--- config.mk ---
export PLATFORM = sky130hd
export DESIGN_NAME = hall_sector_speed_estimator_core
export DESIGN_NICKNAME = d
export VERILOG_FILES = /design/src/sv/hsse_pkg.sv /design/src/sv/hsse_front.sv /design/src/sv/hsse_queue.sv /design/src/sv/hsse_back.sv /design/src/sv/hall_sector_speed_estimator_core.sv
export SDC_FILE = /design/constraint.sdc
export NUM_CORES = 1
export LEC_CHECK = 0
export ABC_AREA = 1
export BUFFER_PORTS_ARGS = -buffer_cell sky130_fd_sc_hd__buf_2
export CAP_MARGIN = 20
export CORE_MARGIN = 3
export CORE_UTILIZATION = 45
export CTS_CLUSTER_DIAMETER = 100
export DETAILED_ROUTE_END_ITERATION = 8
export GPL_TIMING_DRIVEN = 1
export PLACE_DENSITY_LB_ADDON = 0.15
export SLEW_MARGIN = 20
export SYNTH_ARGS = -nofsm -noshare
export SYNTH_HDL_FRONTEND = slang
export SYNTH_SLANG_ARGS = --single-unit
--- constraint.sdc ---
create_clock -name clock -period 4.7 [get_ports clock]
set_input_delay 0.235 -clock clock [delete_from_list [all_inputs] [get_ports clock]]
set_output_delay 0.235 -clock clock [all_outputs]
set_load 0.03 [all_outputs]
--- src/sv/hsse_pkg.sv ---
// hsse_pkg: shared types, constants and the sector step classifier
// for the hall sector speed estimator; depends on nothing
package hsse_pkg;

   localparam int SectorCount   = 6;
   localparam int KWidth        = 31;
   localparam int TimeWidth     = 32;
   localparam int EstWidth      = 32;
   localparam int DivSteps      = KWidth;
   localparam int QueueDepthDef = 2;
   localparam logic [KWidth-1:0] KResetValue = 31'd2680830;

   // sector difference codes, current minus previous, modulo 16
   localparam logic [3:0] DiffPlusOne   = 4'd1;
   localparam logic [3:0] DiffMinusFive = 4'd11;
   localparam logic [3:0] DiffMinusOne  = 4'd15;
   localparam logic [3:0] DiffPlusFive  = 4'd5;

   typedef struct packed {
      logic [2:0]           sector_number;
      logic [TimeWidth-1:0] timestamp_ticks;
   } hsse_req_type;

   typedef struct packed {
      logic signed [EstWidth-1:0] pulsation_estimate;
      logic                       estimate_updated;
   } hsse_rsp_type;

   typedef enum logic [1:0] {
      OP_HOLD     = 2'd0,
      OP_FORWARD  = 2'd1,
      OP_BACKWARD = 2'd2
   } hsse_op_type;

   typedef struct packed {
      hsse_op_type          op;
      logic [TimeWidth-1:0] dt;
   } hsse_job_type;

   // previous sector is always a legal sector
   function automatic hsse_op_type classify_step(input logic [2:0] cur,
                                                 input logic [2:0] prev);
      logic [3:0] diff;
      hsse_op_type op;
      diff = {1'b0, cur} - {1'b0, prev};
      op   = OP_HOLD;
      if (cur < 3'(SectorCount)) begin
         if (diff == DiffPlusOne || diff == DiffMinusFive) begin
            op = OP_FORWARD;
         end else if (diff == DiffMinusOne || diff == DiffPlusFive) begin
            op = OP_BACKWARD;
         end
      end
      return op;
   endfunction

endpackage

--- src/sv/hsse_front.sv ---
// hsse_front: accepts samples, classifies the sector step and tracks the
// last sector and step time; depends on hsse_pkg
module hsse_front (
   input  logic                  clock,
   input  logic                  reset,
   input  logic                  req_valid,
   output logic                  req_stall,
   input  hsse_pkg::hsse_req_type req_data,
   output logic                  job_valid,
   output hsse_pkg::hsse_job_type job_data,
   input  logic                  queue_full
);
   import hsse_pkg::*;

   logic [2:0]           prev_sector_ff, prev_sector_in;
   logic [TimeWidth-1:0] prev_time_ff, prev_time_in;
   logic                 accept;
   hsse_op_type          op;
   logic [TimeWidth-1:0] dt_raw;

   assign req_stall = queue_full;
   assign accept    = req_valid && !queue_full;
   assign op        = classify_step(req_data.sector_number, prev_sector_ff);
   assign dt_raw    = req_data.timestamp_ticks - prev_time_ff;

   assign job_valid   = accept;
   assign job_data.op = op;
   // zero elapsed time counts as one tick so the quotient saturates at k
   assign job_data.dt = (dt_raw == '0) ? TimeWidth'(1) : dt_raw;

   always_comb begin
      prev_sector_in = prev_sector_ff;
      prev_time_in   = prev_time_ff;
      if (accept && req_data.sector_number < 3'(SectorCount)) begin
         prev_sector_in = req_data.sector_number;
         if (op != OP_HOLD) begin
            prev_time_in = req_data.timestamp_ticks;
         end
      end
   end

   always_ff @(posedge clock) begin
      if (reset) begin
         prev_sector_ff <= '0;
         prev_time_ff   <= '0;
      end else begin
         prev_sector_ff <= prev_sector_in;
         prev_time_ff   <= prev_time_in;
      end
   end

endmodule

--- src/sv/hsse_queue.sv ---
// hsse_queue: small in-order queue of classified jobs between front and back
// depends on hsse_pkg
module hsse_queue #(
   parameter int Depth = hsse_pkg::QueueDepthDef
) (
   input  logic                  clock,
   input  logic                  reset,
   input  logic                  push_valid,
   input  hsse_pkg::hsse_job_type push_data,
   output logic                  full,
   input  logic                  pop,
   output logic                  empty,
   output hsse_pkg::hsse_job_type head_data
);
   import hsse_pkg::*;

   localparam int PtrWidth   = (Depth > 1) ? $clog2(Depth) : 1;
   localparam int CountWidth = $clog2(Depth + 1);

   hsse_job_type          slots_ff [Depth];
   logic [PtrWidth-1:0]   wr_ptr_ff, wr_ptr_in;
   logic [PtrWidth-1:0]   rd_ptr_ff, rd_ptr_in;
   logic [CountWidth-1:0] count_ff, count_in;
   logic                  do_push, do_pop;

   assign full      = (count_ff == CountWidth'(Depth));
   assign empty     = (count_ff == '0);
   assign do_push   = push_valid && !full;
   assign do_pop    = pop && !empty;
   assign head_data = slots_ff[rd_ptr_ff];

   always_comb begin
      wr_ptr_in = wr_ptr_ff;
      rd_ptr_in = rd_ptr_ff;
      count_in  = count_ff;
      if (do_push) begin
         wr_ptr_in = (wr_ptr_ff == PtrWidth'(Depth - 1)) ? '0 : wr_ptr_ff + 1'b1;
      end
      if (do_pop) begin
         rd_ptr_in = (rd_ptr_ff == PtrWidth'(Depth - 1)) ? '0 : rd_ptr_ff + 1'b1;
      end
      if (do_push && !do_pop) begin
         count_in = count_ff + 1'b1;
      end else if (do_pop && !do_push) begin
         count_in = count_ff - 1'b1;
      end
   end

   always_ff @(posedge clock) begin
      if (do_push) begin
         slots_ff[wr_ptr_ff] <= push_data;
      end
   end

   always_ff @(posedge clock) begin
      if (reset) begin
         wr_ptr_ff <= '0;
         rd_ptr_ff <= '0;
         count_ff  <= '0;
      end else begin
         wr_ptr_ff <= wr_ptr_in;
         rd_ptr_ff <= rd_ptr_in;
         count_ff  <= count_in;
      end
   end

endmodule

--- src/sv/hsse_back.sv ---
// hsse_back: holds k, runs the bit-serial k / dt divide, keeps the held
// estimate and the result register; depends on hsse_pkg
module hsse_back (
   input  logic                  clock,
   input  logic                  reset,
   input  logic                  csr_write_enable,
   input  logic [hsse_pkg::KWidth-1:0] csr_write_data,
   input  logic                  queue_empty,
   input  hsse_pkg::hsse_job_type queue_head,
   output logic                  queue_pop,
   output logic                  rsp_valid,
   input  logic                  rsp_stall,
   output hsse_pkg::hsse_rsp_type rsp_data
);
   import hsse_pkg::*;

   localparam int CountWidth = $clog2(DivSteps);

   typedef enum logic [1:0] {
      ST_IDLE,
      ST_DIVIDE,
      ST_FINISH
   } state_type;

   state_type              state_ff, state_in;
   logic [KWidth-1:0]      k_ff, k_in;
   logic [TimeWidth-1:0]   divisor_ff, divisor_in;
   logic [TimeWidth-1:0]   rem_ff, rem_in;
   logic [KWidth-1:0]      dividend_ff, dividend_in;
   logic [KWidth-1:0]      quot_ff, quot_in;
   logic [CountWidth-1:0]  count_ff, count_in;
   logic                   negate_ff, negate_in;
   logic [EstWidth-1:0]    held_ff, held_in;
   logic                   rsp_valid_ff, rsp_valid_in;
   hsse_rsp_type           rsp_data_ff, rsp_data_in;

   logic                   out_free;
   logic [TimeWidth:0]     trial;
   logic [TimeWidth:0]     trial_diff;
   logic                   trial_ge;
   logic [EstWidth-1:0]    magnitude;

   assign out_free   = !rsp_valid_ff || !rsp_stall;
   assign trial      = {rem_ff, dividend_ff[KWidth-1]};
   assign trial_diff = trial - {1'b0, divisor_ff};
   assign trial_ge   = !trial_diff[TimeWidth];
   assign magnitude  = {{(EstWidth-KWidth){1'b0}}, quot_ff};

   assign rsp_valid = rsp_valid_ff;
   assign rsp_data  = rsp_data_ff;

   always_comb begin
      state_in     = state_ff;
      k_in         = csr_write_enable ? csr_write_data : k_ff;
      divisor_in   = divisor_ff;
      rem_in       = rem_ff;
      dividend_in  = dividend_ff;
      quot_in      = quot_ff;
      count_in     = count_ff;
      negate_in    = negate_ff;
      held_in      = held_ff;
      rsp_valid_in = rsp_valid_ff && rsp_stall;
      rsp_data_in  = rsp_data_ff;
      queue_pop    = 1'b0;
      case (state_ff)
         ST_IDLE: begin
            if (!queue_empty) begin
               case (queue_head.op)
                  OP_FORWARD, OP_BACKWARD: begin
                     queue_pop   = 1'b1;
                     divisor_in  = queue_head.dt;
                     rem_in      = '0;
                     dividend_in = k_ff;
                     quot_in     = '0;
                     count_in    = '0;
                     negate_in   = (queue_head.op == OP_BACKWARD);
                     state_in    = ST_DIVIDE;
                  end
                  default: begin
                     // no step: repeat the held estimate
                     if (out_free) begin
                        queue_pop                      = 1'b1;
                        rsp_valid_in                   = 1'b1;
                        rsp_data_in.pulsation_estimate = held_ff;
                        rsp_data_in.estimate_updated   = 1'b0;
                     end
                  end
               endcase
            end
         end
         ST_DIVIDE: begin
            // restoring divide, one quotient bit per cycle
            rem_in      = trial_ge ? trial_diff[TimeWidth-1:0] : trial[TimeWidth-1:0];
            dividend_in = {dividend_ff[KWidth-2:0], 1'b0};
            quot_in     = {quot_ff[KWidth-2:0], trial_ge};
            count_in    = count_ff + 1'b1;
            if (count_ff == CountWidth'(DivSteps - 1)) begin
               state_in = ST_FINISH;
            end
         end
         ST_FINISH: begin
            if (out_free) begin
               held_in                        = negate_ff ? (~magnitude + 1'b1) : magnitude;
               rsp_valid_in                   = 1'b1;
               rsp_data_in.pulsation_estimate = held_in;
               rsp_data_in.estimate_updated   = 1'b1;
               state_in                       = ST_IDLE;
            end
         end
         default: begin
            state_in = ST_IDLE;
         end
      endcase
   end

   always_ff @(posedge clock) begin
      if (reset) begin
         state_ff     <= ST_IDLE;
         k_ff         <= KResetValue;
         held_ff      <= '0;
         rsp_valid_ff <= 1'b0;
      end else begin
         state_ff     <= state_in;
         k_ff         <= k_in;
         held_ff      <= held_in;
         rsp_valid_ff <= rsp_valid_in;
      end
      divisor_ff  <= divisor_in;
      rem_ff      <= rem_in;
      dividend_ff <= dividend_in;
      quot_ff     <= quot_in;
      count_ff    <= count_in;
      negate_ff   <= negate_in;
      rsp_data_ff <= rsp_data_in;
   end

endmodule

--- src/sv/hall_sector_speed_estimator_core.sv ---
// Hall sector speed estimator core.
// Each req_ item carries a Hall sector (0..5) and a tick timestamp. A step
// to the next sector sets the estimate to +k / ticks since the last step,
// a step to the previous sector to -k / ticks; any other item repeats the
// held estimate. Every accepted item gives exactly one rsp_ item, in order,
// with estimate_updated set when a step produced a new value. Sectors 6
// and 7 leave all state unchanged.
// k is written through csr_write_enable / csr_write_data; the user is to
// write it only while idle: the block does not enforce it. A step item is
// loaded in ST_IDLE, divided bit-serially (k / dt) in ST_DIVIDE and
// finished in ST_FINISH; the back end takes no new item before then. Items
// without a step pass at one per cycle while rsp_stall is low. The front
// end keeps accepting until the job queue is full, then raises req_stall.
// When rsp_stall is high the result register holds its item and the back
// end waits to give its next result; the queue absorbs the next items.
// Synchronous reset returns k to its default, sector and step time to
// zero and the held estimate to zero, and empties the queue.
// Depends on hsse_pkg, hsse_front, hsse_queue and hsse_back.
module hall_sector_speed_estimator_core #(
   parameter int QueueDepth = hsse_pkg::QueueDepthDef
) (
   input  logic                  clock,
   input  logic                  reset,
   input  logic                  req_valid,
   output logic                  req_stall,
   input  hsse_pkg::hsse_req_type req_data,
   output logic                  rsp_valid,
   input  logic                  rsp_stall,
   output hsse_pkg::hsse_rsp_type rsp_data,
   input  logic                  csr_write_enable,
   input  logic [hsse_pkg::KWidth-1:0] csr_write_data
);
   import hsse_pkg::*;

   logic         job_valid;
   hsse_job_type job_data;
   logic         queue_full;
   logic         queue_empty;
   logic         queue_pop;
   hsse_job_type queue_head;

   hsse_front u_front (
      .clock      (clock),
      .reset      (reset),
      .req_valid  (req_valid),
      .req_stall  (req_stall),
      .req_data   (req_data),
      .job_valid  (job_valid),
      .job_data   (job_data),
      .queue_full (queue_full)
   );

   hsse_queue #(
      .Depth (QueueDepth)
   ) u_queue (
      .clock      (clock),
      .reset      (reset),
      .push_valid (job_valid),
      .push_data  (job_data),
      .full       (queue_full),
      .pop        (queue_pop),
      .empty      (queue_empty),
      .head_data  (queue_head)
   );

   hsse_back u_back (
      .clock            (clock),
      .reset            (reset),
      .csr_write_enable (csr_write_enable),
      .csr_write_data   (csr_write_data),
      .queue_empty      (queue_empty),
      .queue_head       (queue_head),
      .queue_pop        (queue_pop),
      .rsp_valid        (rsp_valid),
      .rsp_stall        (rsp_stall),
      .rsp_data         (rsp_data)
   );

endmodule
==> metrics.yaml <==
setup_path:
  crit_type: "reg2reg"
  cp-start-kind: "flop"
  crit_family: "simple AND/OR/NAND/NOR gates"
  cpMostUsedCell: "nand2_1"
  regToRegStartpoint: "u_back.dividend_ff[30]$_DFFE_PP_"
  critPathCaptureType: "flop"
  critPathSlowestCell: "nand2_2"
  worstPathRequired_ns: 4.99
  worstPathMaxFanout: 38
  r2r-end: "u_back.rem_ff[1]$_SDFFCE_PN0P_"
  crit_chain: "inv_1, ha_1, fa_1, o21ai_2, a21oi_2, o21ai_4, nand3_2, nand2_2, nand2_1, nand2_2, nand2_1, nand2_1, nor2_2"
  arrival_ns: 3.24
  path_buf_inv: 1
  max_stage_delay_ns: 0.52
  ff2ff_setup_slack_ns: 1.75
  reg2reg_depth: 13
pwr:
  ir_drop_uv: 411
  netSwitchingPower_mw: 5.89
  p_seq_share_pct: 35.9
  clkPwrFrac_pct: 20.5
  p_leak_nw: 9.55
  pwr-share-comb_pct: 43.5
  total_power_mw: 14.2
  powerDensity_nw_per_um2: 670
  switching_share_pct: 41.4
  internal-power_mw: 8.33
placed_design:
  dp_hpwl_mm: 29.8
  place_congestion: 0.905
  io_buffers: 105
logic_synthesis:
  postSynth.asyncResetShare_pct: 0
  yosysWarnings: 0
  synth.avg_cell_area_um2: 8.17
  yosysTopAreaCell: "edfxtp_1"
  synth_area_um2: 18300
  syn_inst: 2243
  synth_edf_count: 233
  synth_seq_cells: 339
  synth_ff_type: "edfxtp_1"
  synth_area_leaders: "edfxtp_1, dfxtp_1, nand2_1"
  synth_nets: 2388
  synth.distinct_cells: 47
  ys_seq_area_share_pct: 49.7
  yosysTopAreaCellShare_pct: 38.2
floorplanning:
  ios: 106
  die_h_um: 208
  initial_core_util_pct: 45.8
  core_um2: 40000
  std_cell_rows: 73
  die_w_um: 208
  dieArea_um2: 43200
clock_network:
  clock_latency_ns: 0.56
  h-tree-depth: 2
  cts.sinks: 339
  clkTransAtPathRegs_ns: 0.06
  cts-resized-gates: 0
  root_buffer: "clkbuf_16"
  cts_tree: "yes"
  numCtsBuffers: 38
  cts_max_path_buffers: 3
min_path:
  worstHoldStart: "req_data[28]"
  hold_depth: 3
  min_to: "u_front.prev_time_ff[28]$_SDFFE_PP0P_"
  hold_path_class: "in2reg"
routing:
  wire_per_inst_um: 13.8
  vias_per_cell: 4.90
  routed_wl_mm: 40.8
  drt-initial-drc-count: 753
  vias: 14400
  first_pass_iters: 7
  drc: 0
  final_antenna_net_count: 0
timing:
  rsz0062_at_grt: "no"
  hold_viol_final: 0
  whs_ns: 0.0309
  skew_ns: 0.0287
  min_period_over_period_pct: 62.7
  setup_viol: 0
  clock.fmax_mhz: 339
  period_needed_ns: 2.95
  worst_pin_slew_ns: 1.02
  timing.setup.tns_ns: 0
  slew_violations: 0
  maxSlewHeadroom_pct: 30.9
global_routing:
  grt_max_degree: 100
  grt_pass1_wl_mm: 67.9
  grt_pass1_vias: 14000
  gr-usage-all-layers_pct: 18.7
  overflow: 0
  antenna_found_initial: 0
outcome:
  status: "finished, final reports clean"
layout:
  finalNetCount: 2541
  n_antenna_cell: 0
  syn_to_final_growth_pct: 15.8
  drive_gt1_share_pct: 10.1
run:
  drv_cap: 0
## through the flow
step | area [um2] | worst slack (ns) | std cells | util, %
final | 21200 | 1.75 | 2950 | 53.1
after floorplan | 18300 | 0.397 | 2243 | -
after global routing | 21200 | 1.49 | 2950 | 53.1
after CTS | 21200 | 1.60 | 2949 | 53.0
after detailed placement | 19400 | 1.58 | 2820 | 48.4
after global placement | 19400 | 1.67 | 2820 | 48.4
## layout make-up
class                      count  area, um2
tap                          525        657
fill                        3802      18800
clock buffer                  48       1020
sequential                   339       9120
timing repair buffer         175       1230
clock inverter                21        213
inverter                     352       1320
multi-input combinational   1490       7660
## cell families after synthesis
logic type | Yosys count | synth area share, %
fa+ha+maj | 74 | 5.17
simple gates | 984 | 21.7
compound gates | 336 | 9.65
mux | 34 | 2.08
flops | 339 | 49.7
xor+xnor | 62 | 2.96
buf+inv | 414 | 8.66
## power groups by stage
stage / clock network [mW] / logic, mW / registers, mW
after floorplan: 0 / 4.36 / 5.40
after global placement: 0 / 6.07 / 5.15
after detailed placement: 0 / 6.12 / 5.18
after CTS: 3.03 / 6.19 / 5.13
after global routing: 3.14 / 6.99 / 5.22
final: 2.92 / 6.19 / 5.11
## registers in the layout (all words and copies together), names as in the netlist, named ones only
name,flops
u_back.state_ff,2
u_back.divisor_ff,32
u_back.rsp_valid,1
u_back.held_ff,32
u_back.rem_ff,32
u_back.count_ff,5
u_back.rsp_data,33
u_back.dividend_ff,31
u_front.prev_sector_ff,3
u_back.negate_ff,1
u_queue.rd_ptr_ff,1
u_queue.count_ff,2
u_queue.wr_ptr_ff,1
u_back.k_ff,31
u_front.prev_time_ff,32
u_queue.slots_ff,68
u_back.quot_ff,31
## placed cells by master (no fill, tap or decap), types with 4 or more instances in the layout
cell	n
nand2_1	550
xor2_1	49
nor3_1	16
nand3_1	91
clkbuf_1	8
edfxtp_1	233
buf_2	105
buf_4	8
a31oi_1	7
nand4_1	10
clkbuf_16	39
mux2_2	33
nand3b_1	7
inv_2	8
nand2_2	8
o21bai_1	4
xnor2_1	13
a21o_1	5
o21ai_0	151
inv_1	343
ha_1	71
nor2_2	6
o21ai_1	22
dfxtp_1	106
nor2_4	4
o211ai_1	5
clkinv_1	4
a21oi_1	130
dlygate4sd3_1	60
clkinv_2	6
nor2_1	275
## what timing repair did
item | CTS | global route
hold buffers | 60 | 0
endpoints found under the hold margin | 60 | 0
buffers inserted | 0 | 0
endpoints found under the setup margin | 0 | 0
## cells in the mapped netlist, types with 4 or more instances
master	count
clkbuf_1	46
nor2_1	278
nor3_1	16
ha_1	71
o211ai_1	5
o21ai_0	151
nand3_1	91
inv_2	6
inv_1	346
nand2_2	7
buf_1	8
dfxtp_1	106
edfxtp_1	233
o21ai_1	22
xnor2_1	13
a31oi_1	7
o21bai_1	4
nand4_1	10
mux2_2	33
a21o_1	5
nor2_2	5
nand3b_1	7
xor2_1	49
nand2_1	552
a21oi_1	131
## worst max path at each step
stage	depth (start not counted)	slack (ns)	from	to
3_3_place_gp	5	1.67	flop	u_back.rsp_data[1]$_DFFE_PP_
4_1_cts	5	1.60	flop	u_back.rsp_data[32]$_DFFE_PP_
3_5_place_dp	5	1.58	flop	u_back.rsp_data[26]$_DFFE_PP_
2_1_floorplan	7	0.40	flop	u_back.count_ff[0]$_SDFFCE_PN0P_
6_report	13	1.75	u_back.dividend_ff[30]$_DFFE_PP_	u_back.rem_ff[1]$_SDFFCE_PN0P_
5_1_grt	11	1.49	u_back.dividend_ff[30]$_DFFE_PP_	u_back.rem_ff[20]$_SDFFCE_PN0P_
## worst reg2reg max path: stages (launching register included)
cell and delay [ns]:
edfxtp_1 0.34, inv_1 0.05, ha_1 0.22, fa_1 0.43, o21ai_2 0.27, a21oi_2 0.14, o21ai_4 0.20, nand3_2 0.12
nand2_2 0.08, nand2_1 0.06, nand2_2 0.52, nand2_1 0.11, nand2_1 0.11, nor2_2 0.05
## per-layer routing
| metal | track usage (%) | wire length [um] |
|---|---|---|
| met5 | 0 | 0 |
| met1 | 25.2 | 19100 |
| met4 | 4.84 | 888 |
| met2 | 31.5 | 19400 |
| met3 | 3.01 | 1440 |
Note: power is estimated with default switching activity, not from simulation.
